$ cat config.mk
export PLATFORM = sky130hd
export DESIGN_NAME = detrap_queue
export DESIGN_NICKNAME = d
export VERILOG_FILES = /design/src/hdl/detrap_pkg.sv /design/src/hdl/detrap_queue.sv
export SDC_FILE = /design/constraint.sdc
export NUM_CORES = 1
export LEC_CHECK = 0
export BUFFER_PORTS_ARGS = -buffer_cell sky130_fd_sc_hd__buf_2
export CAP_MARGIN = 20
export CORE_ASPECT_RATIO = 0.75
export CORE_MARGIN = 5
export CORE_UTILIZATION = 30
export CTS_CLUSTER_DIAMETER = 50
export DETAILED_ROUTE_END_ITERATION = 12
export PLACE_DENSITY_LB_ADDON = 0.25
export SLEW_MARGIN = 20
export SYNTH_ARGS = -nofsm -noshare
export SYNTH_HDL_FRONTEND = slang
export SYNTH_SLANG_ARGS = --single-unit
$ cat constraint.sdc
create_clock -name clk -period 4.7 [get_ports clk]
set_clock_uncertainty 0.15 [all_clocks]
set_input_delay 0.235 -clock clk [delete_from_list [all_inputs] [get_ports clk]]
set_output_delay 0.235 -clock clk [all_outputs]
set_load 0.005 [all_outputs]
$ cat src/hdl/detrap_pkg.sv
// Shared types and constants for the differential entropy trapezoid unit.
package detrap_pkg;

  localparam int SAMPLE_W = 32;
  localparam int RATE_W   = 16;
  localparam int CNT_W    = 17;
  localparam int ADDR_MW  = 16;
  localparam int ACC_W    = 50;
  localparam int USED_W   = 11;
  localparam int STAT_W   = 3;
  localparam int LP_W     = 6;
  localparam int FRAC_W   = 16;
  localparam int L_W      = LP_W + FRAC_W;
  localparam int PROD_W   = 31 + L_W;
  localparam int T_W      = 70;

  typedef enum logic [STAT_W-1:0] {
    ST_OK     = 3'd0,
    ST_FEW    = 3'd1,
    ST_NONPOS = 3'd2,
    ST_NEG    = 3'd3,
    ST_OVF    = 3'd4
  } status_t;

  typedef struct packed {
    logic signed [SAMPLE_W-1:0] sample;
    logic                       last;
  } in_item_t;

  typedef struct packed {
    logic signed [SAMPLE_W-1:0] entropy;
    status_t                    status;
    logic [USED_W-1:0]          samples_used;
  } out_item_t;

  typedef struct packed {
    logic [CNT_W-1:0]        count;
    logic signed [ACC_W-1:0] acc;
    logic                    neg;
    logic                    ovf;
  } job_t;

  typedef struct packed {
    logic                       en;
    logic [ADDR_MW-1:0]         addr;
    logic signed [SAMPLE_W-1:0] data;
  } mem_wr_t;

endpackage

$ cat src/hdl/detrap_queue.sv
// Two-entry job queue between the front and back parts.
module detrap_queue import detrap_pkg::*; (
  input  logic clk,
  input  logic rst_n,
  input  logic push,
  input  job_t push_job,
  input  logic pop,
  output logic q_valid,
  output job_t q_job
);

  job_t       ent_r [2];
  logic       wp_r, rp_r;
  logic [1:0] cnt_r;

  assign q_valid = cnt_r != 2'd0;
  assign q_job   = ent_r[rp_r];

  always_ff @(posedge clk) begin
    if (push && cnt_r != 2'd2) begin
      ent_r[wp_r] <= push_job;
    end
    if (!rst_n) begin
      wp_r  <= 1'b0;
      rp_r  <= 1'b0;
      cnt_r <= 2'd0;
    end else begin
      if (push && cnt_r != 2'd2) begin
        wp_r <= ~wp_r;
      end
      if (pop && q_valid) begin
        rp_r <= ~rp_r;
      end
      cnt_r <= cnt_r + 2'((push && cnt_r != 2'd2) ? 1 : 0) - 2'((pop && q_valid) ? 1 : 0);
    end
  end

endmodule

# == After elaboration in Yosys (flattened, before gate mapping) ==
# Memory sizes are Yosys's and may differ from the RTL's. A register that Yosys moved wholly into a read port is not among the register bits.
# Cells that the tools add are included.
# word_totals
mem_count,1
wordCells,18
inputBits,73
mem_bits_rw,138
ff_bits,4
# memory_table
name,words,word_bits,read_ports,rd_clocked_by_memory_dff,wr,line_no,source
ent_r,2,69,1,1,1,detrap_queue.sv:12,job_t ent_r [2];
# op_classes
n_reduce_logical,3
n_addsub,2
eq_ne,1
bitwise_logic,2
mux,6
# op_table
op,n
2-to-1 mux 1 bit,6
adder 2 x 1 -> 2 bit,1
logical AND 1 bit,2
!= test 2 bit (second input constant),1
NOT 1 bit,2
nonzero test 2 bit,1
subtractor 2 x 1 -> 2 bit,1

# == Longest topological paths before layout ==
# depth
ltp_word,5
ltp_mapped,8
depth_no_buf,8

# == Worst setup path after synthesis ==
# No wires, ideal clock.
# synth_timing
path_kind,reg2reg
start,register cnt_r[1]
end,"memory ent_r[0][0] (netlist name), enable pin"
n_path_buf,0
setup_slack_ns,0.696
arrival_time_ns,3.357
setup_time_ns,0.496
required_time_ns,4.054
synth_period_minus_slack_ns,4.004
stages_incl_launch_ff,4
cell_sequence,dfxtp_1 -> inv_1 -> o21ai_2 -> nor2_1
# synth_between
elab_chain_cells,4
# synth_rtl
element,line_no,source
from (decl),detrap_queue.sv:14,logic [1:0] cnt_r;
from (signal assigned),detrap_queue.sv:34,cnt_r <= cnt_r + 2'((push && cnt_r != 2'd2) ? 1 : 0) - 2'((pop && q_valid) ? 1 : 0);
!= test 2 bit,detrap_queue.sv:20,if (push && cnt_r != 2'd2) begin
logical AND 1 bit,detrap_queue.sv:20,
2-to-1 mux 1 bit,detrap_queue.sv:20,
2-to-1 mux 1 bit (not written as such),detrap_queue.sv:21,ent_r[wp_r] <= push_job;
to (decl),detrap_queue.sv:12,
# No other way between the ends.

==> results.yml <==
status:
  status: "finished clean"
clock_network:
  cts_tree: "built"
  ctsResizeCount: 0
  cts_buffer_depth: 2
  cts-root-buf: "clkbuf_16"
  hold_buffers: 70
  cts_sinks: 143
  cts_made_buffers: 17
  clock_latency_ps: 410
  clkTransAtPathRegs_ps: 50
  h-tree-depth: 4
  cts_setup_buffers: 0
floorplanning:
  die_area_um2: 20300
  core_um2: 17000
  start_util_pct: 30.9
  rows: 41
  ios: 143
  die_h_um: 125
  die_w_um: 163
placed_design:
  portBuffers: 142
  place_congestion: 0.691
  hpwl_um: 6470
drt:
  drt_iter0_markers: 99
  drc_errors: 0
  vias_per_cell: 4.12
  antenna_left: 0
  wirelength_um: 10700
  via_count: 2935
  drt_first_pass_iters: 4
  wl_per_cell_um: 15.0
global_route:
  grt_start_max_net_pins: 70
  grt_pass1_vias: 3259
  globalRouteMet2Util_pct: 17.3
  use_met1_pct: 13.0
  grt.total_usage_pct: 10.9
  antenna_found_initial: 0
  overflow: 0
  grt_pass1_wl_um: 16900
  top_usage_layer: "met2"
  grt_util_met3_pct: 4.90
synth:
  synth_compound_area_share_pct: 0.309
  async_flop_share_pct: 0
  synth-edff-count: 138
  synth_ff_type: "edfxtp_1"
  synth_area_um2: 5260
  yosys_warnings: 0
  yosys.area_share.simple_pct: 0.881
  synth_top_family_by_area: "multiplexers"
  yosys.cell_types.count: 18
  synth_mux_area_share_pct: 15.7
  syn_inst: 240
  syn_nets: 315
  synthXorXnorAreaFrac_pct: 0.500
  synth_fa_ha_area_share_pct: 0.476
  seq_area_frac_synth_pct: 80.7
  syn_area_per_cell_um2: 21.9
  ys_ff_latch: 143
timing:
  worstMarginPinSlew_ps: 1010
  max_freq_mhz: 415
  min_period_ps: 2410
  finalCritPeriodShare_pct: 51.3
  max-slew-margin-rel_pct: 32.8
  rsz0062_at_grt: "no"
  tns_ps: 0
  setup_viol: 0
  maxSlewViolCount: 0
  finalHoldViolCount: 0
layout:
  fillCellCount: 1543
  post_route_cells_drive_above_1_share_pct: 50.6
  final_cell_mix: "buf_2, edfxtp_1, dlygate4sd3_1, mux2_2, clkbuf_16"
  layout_commonest_cell: "buf_2"
  fin_nets: 540
  n_antenna_cell: 0
  syn_to_final_growth_pct: 42.1
  fin_util_pct: 43.9
worst_setup_path:
  crit_family: "flip-flops"
  crit_required_ps: 4320
  crit_fanout: 69
  cp_num_buf_inv: 1
  crit_path_cell_trace: "mux2_2, buf_2"
  crit_path_end_kind: "output port"
  cpMaxStageDelayCell: "dfxtp_4"
  slowest_delay_ps: 990
  crit_path_start_kind: "register"
  worstSetupPathType: "register to output port"
  cp_data_arrival_time_ps: 2030
power:
  peakVddDrop_v: 0.000319
  leakagePower_uw: 0.00281
  p_total_uw: 3680
  pwr_density_cell_nw_per_um2: 493
min_path:
  min_path_type: "input pin to register"
run:
  cap_violations: 0
[power by group]
part	switching [uW]	leakage [uW]	internal (uW)
registers	122	0.00133	1610
logic	301	0.00121	416
clock network	467	0.000263	766
[routing by layer]
| metal | up-vias | share of wire (%) |
|---|---|---|
| met3 | 14 | 7.7 |
| met4 | 0 | 1.3 |
| li1 | 1388 | - |
| met1 | 1431 | 45 |
| met5 | - | 0 |
| met2 | 102 | 46 |
[final cells by class]
cell class	instances	area [um^2]	area share (%)
Sequential cell	143	4250	56.9
Tap cell	236	295	3.95
Clock inverter	9	95.1	1.27
Clock buffer	21	440	5.90
Multi-Input combinational cell	86	953	12.8
Timing Repair Buffer	214	1430	19.1
Inverter	3	11.3	0.151
[through the flow]
stage               worst slack [ps]  area (um^2)  hold WS [ps]  std cells
global route                    2180         7470           116        712
finish                          2290         7470          93.6        712
CTS                             2210         7470          79.4        712
global placement                2680         6230           273        612
floorplan                        696         5260           184        240
detailed placement              2670         6230           276        612
[logic make-up after synthesis]
kind of cell             after synthesis
XOR/XNOR                               3
buffers and inverters                 11
multiplexers                          70
flip-flops                           143
AO/OA/AOI/OAI                          2
AND/OR/NAND/NOR                        9
adder cells (fa/ha/maj)                2
[cell usage after synthesis, drive strengths merged (2+ instances only)]
library cell  count  area, um^2
nor2              2        7.51
xnor2             3        26.3
mux2             69         815
nor2b             2        12.5
and2              2        12.5
edfxtp          138        4140
ha                2        25.0
buf               8        62.6
nand2             2        7.51
dfxtp             5         100
inv               3        11.3
[registers in the layout, indices dropped and copies added (netlist names), named ones only]
| register | count |
|---|---|
| cnt_r | 2 |
| ent_r | 138 |
| rp_r | 1 |
| wp_r | 1 |
[worst reg2reg max path: stages (launching register included)]
cell and delay (ps):
dfxtp_1 340, inv_1 80, o21ai_2 130, nor2_4 100
buf_4 730
[worst paths after layout]
kind	start	endpoint	slack, ps	cells past startpoint
setup / recovery	register	q_job[33]	2290	2
hold / removal	push	wp_r	90	3
setup reg to reg	cnt_r[1]	ent_r[1][56]	2730	4
hold reg to reg	wp_r	wp_r	370	2
Power figures use the tool's default switching activity.
