<file path="config.mk">
export PLATFORM = sky130hd
export DESIGN_NAME = detrap_front
export DESIGN_NICKNAME = d
export VERILOG_FILES = /design/src/hdl/detrap_pkg.sv /design/src/hdl/detrap_front.sv
export SDC_FILE = /design/constraint.sdc
export NUM_CORES = 1
export LEC_CHECK = 0
export BUFFER_PORTS_ARGS = -buffer_cell sky130_fd_sc_hd__clkbuf_2
export CAP_MARGIN = 10
export CORE_MARGIN = 10
export CORE_UTILIZATION = 60
export DETAILED_ROUTE_END_ITERATION = 8
export HOLD_SLACK_MARGIN = 0.1
export PLACE_DENSITY = 0.95
export SKIP_CTS_REPAIR_TIMING = 1
export SLEW_MARGIN = 20
export SYNTH_ARGS = -nofsm -noshare
export SYNTH_HDL_FRONTEND = slang
export SYNTH_SLANG_ARGS = --single-unit
</file>
<file path="constraint.sdc">
create_clock -name clk -period 5.4 [get_ports clk]
set_input_delay 0.54 -clock clk [delete_from_list [all_inputs] [get_ports clk]]
set_output_delay 0.54 -clock clk [all_outputs]
set_load 0.01 [all_outputs]
</file>
<file path="src/hdl/detrap_pkg.sv">
// Shared types and constants for the differential entropy trapezoid unit.
package detrap_pkg;

  localparam int SAMPLE_W = 32;
  localparam int RATE_W   = 16;
  localparam int CNT_W    = 17;
  localparam int ADDR_MW  = 16;
  localparam int ACC_W    = 50;
  localparam int USED_W   = 11;
  localparam int STAT_W   = 3;
  localparam int LP_W     = 6;
  localparam int FRAC_W   = 16;
  localparam int L_W      = LP_W + FRAC_W;
  localparam int PROD_W   = 31 + L_W;
  localparam int T_W      = 70;

  typedef enum logic [STAT_W-1:0] {
    ST_OK     = 3'd0,
    ST_FEW    = 3'd1,
    ST_NONPOS = 3'd2,
    ST_NEG    = 3'd3,
    ST_OVF    = 3'd4
  } status_t;

  typedef struct packed {
    logic signed [SAMPLE_W-1:0] sample;
    logic                       last;
  } in_item_t;

  typedef struct packed {
    logic signed [SAMPLE_W-1:0] entropy;
    status_t                    status;
    logic [USED_W-1:0]          samples_used;
  } out_item_t;

  typedef struct packed {
    logic [CNT_W-1:0]        count;
    logic signed [ACC_W-1:0] acc;
    logic                    neg;
    logic                    ovf;
  } job_t;

  typedef struct packed {
    logic                       en;
    logic [ADDR_MW-1:0]         addr;
    logic signed [SAMPLE_W-1:0] data;
  } mem_wr_t;

endpackage

</file>
<file path="src/hdl/detrap_front.sv">
// Front part: accepts samples, writes the store, accumulates the trapezoid sum.
module detrap_front import detrap_pkg::*; #(
  parameter int MAX_SAMPLES = 1024
) (
  input  logic     clk,
  input  logic     rst_n,
  input  logic     in_valid,
  output logic     in_stall,
  input  in_item_t in_data,
  input  logic     q_valid,
  input  logic     back_busy,
  output logic     q_push,
  output job_t     q_job,
  output mem_wr_t  wr
);

  localparam int CW = $clog2(MAX_SAMPLES + 1);

  logic [CW-1:0]              cnt_r, cnt_nxt;
  logic signed [ACC_W-1:0]    acc_r, acc_nxt;
  logic signed [SAMPLE_W-1:0] prev_r, prev_nxt;
  logic                       neg_r, neg_nxt;
  logic                       ovf_r, ovf_nxt;
  logic                       accept;
  logic                       store;
  logic signed [ACC_W-1:0]    pair;

  assign in_stall = q_valid || back_busy;
  assign accept   = in_valid && !in_stall;
  assign store    = cnt_r < CW'(MAX_SAMPLES);
  assign pair     = ACC_W'(prev_r) + ACC_W'(in_data.sample);

  always_comb begin
    cnt_nxt  = cnt_r;
    acc_nxt  = acc_r;
    prev_nxt = prev_r;
    neg_nxt  = neg_r;
    ovf_nxt  = ovf_r;
    if (accept) begin
      if (store) begin
        cnt_nxt  = cnt_r + CW'(1);
        prev_nxt = in_data.sample;
        neg_nxt  = neg_r || in_data.sample[SAMPLE_W-1];
        if (cnt_r != '0) begin
          acc_nxt = acc_r + pair;
        end
      end else begin
        ovf_nxt = 1'b1;
      end
    end
  end

  assign q_push      = accept && in_data.last;
  assign q_job.count = CNT_W'(cnt_nxt);
  assign q_job.acc   = acc_nxt;
  assign q_job.neg   = neg_nxt;
  assign q_job.ovf   = ovf_nxt;

  assign wr.en   = accept && store;
  assign wr.addr = ADDR_MW'(cnt_r);
  assign wr.data = in_data.sample;

  always_ff @(posedge clk) begin
    prev_r <= prev_nxt;
    if (!rst_n || q_push) begin
      cnt_r <= '0;
      acc_r <= '0;
      neg_r <= 1'b0;
      ovf_r <= 1'b0;
    end else begin
      cnt_r <= cnt_nxt;
      acc_r <= acc_nxt;
      neg_r <= neg_nxt;
      ovf_r <= ovf_nxt;
    end
  end

endmodule

</file>
# Word-level counts from Yosys, hierarchy flattened
# Cells that the tools add are included.
[totals]
register_bits = 95
out_inout_bits = 120
[classes]
n_reduce_logical = 10
muxes = 9
n_addsub = 3
order_cmp = 1
[ops]
columns = ["operator", "n"]
rows = [
  ["two-way mux 50 bit", 3],
  ["adder 50 x 33 -> 50 bit", 1],
  ["adder 32 x 32 -> 33 bit", 1],
  ["two-way mux 11 bit", 2],
  ["adder 11 x 1 -> 11 bit (second input constant)", 1],
  ["< comparator 11 bit (second input constant)", 1],
  ["nonzero test 11 bit", 1],
  ["two-way mux 1 bit", 4],
  ["logical AND 1 bit", 3],
  ["logical OR 1 bit", 3],
  ["zero test 1 bit", 2],
  ["AND reduction 2 bit", 1],
]

# Depth between registers and ports, before layout
[depth]
depth_word = 5
mapped_depth = 14

# Worst setup path after synthesis
# OpenSTA, ideal clock, no wires.
[synth_path]
kind = "input to output"
from = "input port in_data[2] (netlist name)"
to = "output port q_job[31] (netlist name)"
cell_stages = 11
required_time_ns = 4.860
setup_slack_ns = 1.592
arrival_ns = 3.268
path_cell_list = "fa_1 ha_1 fa_1 a21oi_1 o211ai_2 a31o_2 o211a_1 or3_1 a21oi_1 xor2_1 o21ai_1"
[synth_lines]
columns = ["item", "line_no", "source"]
rows = [
  ["start, declared", "detrap_front.sv:9", "input in_item_t in_data,"],
  ["end, declared", "detrap_front.sv:13", "output job_t q_job,"],
]

==> impl_metrics.json <==
{
  "grt_pass1_vias": 6669,
  "outcome": "completed",
  "syn_area_per_cell_um2": 8.91,
  "insertion_delay_ns": 0.35,
  "cts_tree": "done",
  "synth_seq_area_share_pct": 28.8,
  "period_share_pct": 85.9,
  "power_mw": 2.02,
  "maxCapViolations": 0,
  "hold_viol": 0,
  "p_leak_nw": 3.97,
  "cts_buffers": 9,
  "wl_per_cell_um": 17.2,
  "yosys.area.top_type": "dfxtp_1",
  "via_count": 6548,
  "skew_ns": 0.00638,
  "core_mm2": 0.0126,
  "die_area_mm2": 0.0178,
  "grt_remaining_overflow": 0,
  "antenna_cells": 0,
  "cts_buffer_depth": 2,
  "cp-start-kind": "register",
  "synthArstFlopShare_pct": 0,
  "place.gp.congestion": 0.940,
  "peakVddDrop_mv": 0.160,
  "final_cell_mix": "clkbuf_2, nand2_1, a21oi_1, dfxtp_1",
  "critPathRequiredTime_ns": 4.86,
  "netlist_area_mm2": 0.00771,
  "fp.dieH_um": 133,
  "hp-class": "in -> reg",
  "crit_type": "reg -> out",
  "drive_gt1_share_pct": 18.9,
  "power.density_mw_per_mm2": 238,
  "vias_per_cell": 5.82,
  "synth_edf_count": 32,
  "setup_viol_count_final": 0,
  "drt_wl_total_mm": 19.3,
  "fmax_ghz": 0.215,
  "maxSlewHeadroom_pct": 29.0,
  "drc": 0,
  "slowest_stage": "edfxtp_1",
  "cp_top_family": "compound AO/OA/AOI/OAI gates",
  "dieWidth_um": 133,
  "crit_chain": "fa_1 -> ha_1 -> a21oi_1 -> o21bai_1 -> a21oi_1 -> o21ai_0 -> a31oi_1 -> nand3_1 -> xnor2_1 -> o21ai_0 -> clkbuf_2",
  "synthCells": 865,
  "cp_num_buf_inv": 1,
  "grt_pass1_wl_mm": 32.1,
  "netlist.area_leader.share_pct": 16.4,
  "worstSetupEndpointType": "output pin",
  "areaGrowthSynthToFinish_pct": 10.4,
  "min_period_ns": 4.64,
  "final_common_cell": "clkbuf_2",
  "rsz0062_at_grt": "false",
  "start_util_pct": 61.1,
  "first_iter_violations": 475,
  "tightest_slew_ns": 1.06,
  "synth_ff_type": "dfxtp_1",
  "yosys-top-cells-area": "dfxtp_1, fa_1, edfxtp_1, ha_1, nand2_1",
  "antenna_found_initial": 0,
  "finalSetupTns_ns": 0,
  "ys_ff_latch": 95,
  "rows": 41,
  "critical-path-max-stage-delay_ns": 1.05,
  "dp_hpwl_mm": 15.1,
  "grt_max_degree": 93,
  "cts_sinks": 95,
  "io_pins": 158,
  "nets": 1087,
  "maxSlewViolCount": 0,
  "yosysUniqueCellTypes": 62,
  "antenna_left": 0,
  "track_usage_pct": 21.7,
  "port_buffers": 146,
  "cts_max_level": 3,
  "cts_root_buf": "clkbuf_16",
  "drt_first_pass_iters": 4,
  "yosysWarnings": 0,
  "cp_max_fo": 19,
  "arrival_ns": 4.10,
  "path_clk_slew_ns": 0.06
}
## metrics by stage
stage | setup WS (ns) | hold slack (ns) | utilization (%) | cell area, um2 | std cells
6_report | 0.759 | 0.398 | 67.4 | 8510 | 1126
5_1_grt | 0.432 | 0.395 | 67.4 | 8510 | 1126
4_1_cts | 0.829 | 0.391 | 67.4 | 8510 | 1126
3_5_place_dp | 1.03 | 0.493 | 65.2 | 8220 | 1110
3_3_place_gp | 1.03 | 0.482 | 65.2 | 8220 | 1110
2_1_floorplan | 1.59 | 0.475 | - | 7740 | 875
## routing by layer
metal | GRT usage (%) | vias to the layer above | wire length, um
li1 | - | 3176 | -
met1 | 25.3 | 3082 | 7870
met2 | 36.8 | 259 | 9490
met3 | 7.59 | 31 | 1660
met4 | 5.86 | 0 | 317
met5 | 0 | - | 0
## cell families after synthesis
kind of cell | after synthesis | synth area share, %
simple gates | 276 | 17.1
other cells | 1 | 0.0487
compound gates | 231 | 19.0
fa+ha+maj | 100 | 21.1
mux | 5 | 0.649
flops | 95 | 28.8
xor+xnor | 49 | 5.57
buf+inv | 108 | 7.68
## cell usage after synthesis, types with 27 or more instances
cell      count
nand2_1     127
xnor2_1      29
nor2_1       27
and2_1       39
buf_4        46
a21oi_1      78
ha_1         50
fa_1         50
a21o_1       31
edfxtp_1     32
nand4_1      29
clkbuf_1     27
o21ai_0      48
dfxtp_1      63
## where the power goes
part           switching, mW  internal (mW)  leakage, nW
Clock                  0.268          0.353        0.142
Sequential            0.0124          0.756        0.802
Combinational          0.388          0.244         3.03
## final timing paths
check              end  depth (start not counted)       start  slack [ns]
max          q_job[47]                         11  prev_r[31]        0.76
min          prev_r[0]                          1  in_data[1]        0.40
max reg2reg  acc_r[45]                         11  prev_r[31]        1.62
min reg2reg  acc_r[11]                          2   acc_r[11]        0.50
## sequential cells by signal (all words and copies together) (netlist names)
name    cells
acc_r      50
cnt_r      11
prev_r     32
neg_r       1
ovf_r       1
## layout make-up
type                    count  area, um2
multi-input cells         672       4940
flip-flops and latches     95       2220
fillers                  1041       4110
inverters                  20       75.1
clock inverters             2       11.3
repair buffers            151        768
clock buffers              14        275
well taps                 172        215
Power figures use the tool's default switching activity.
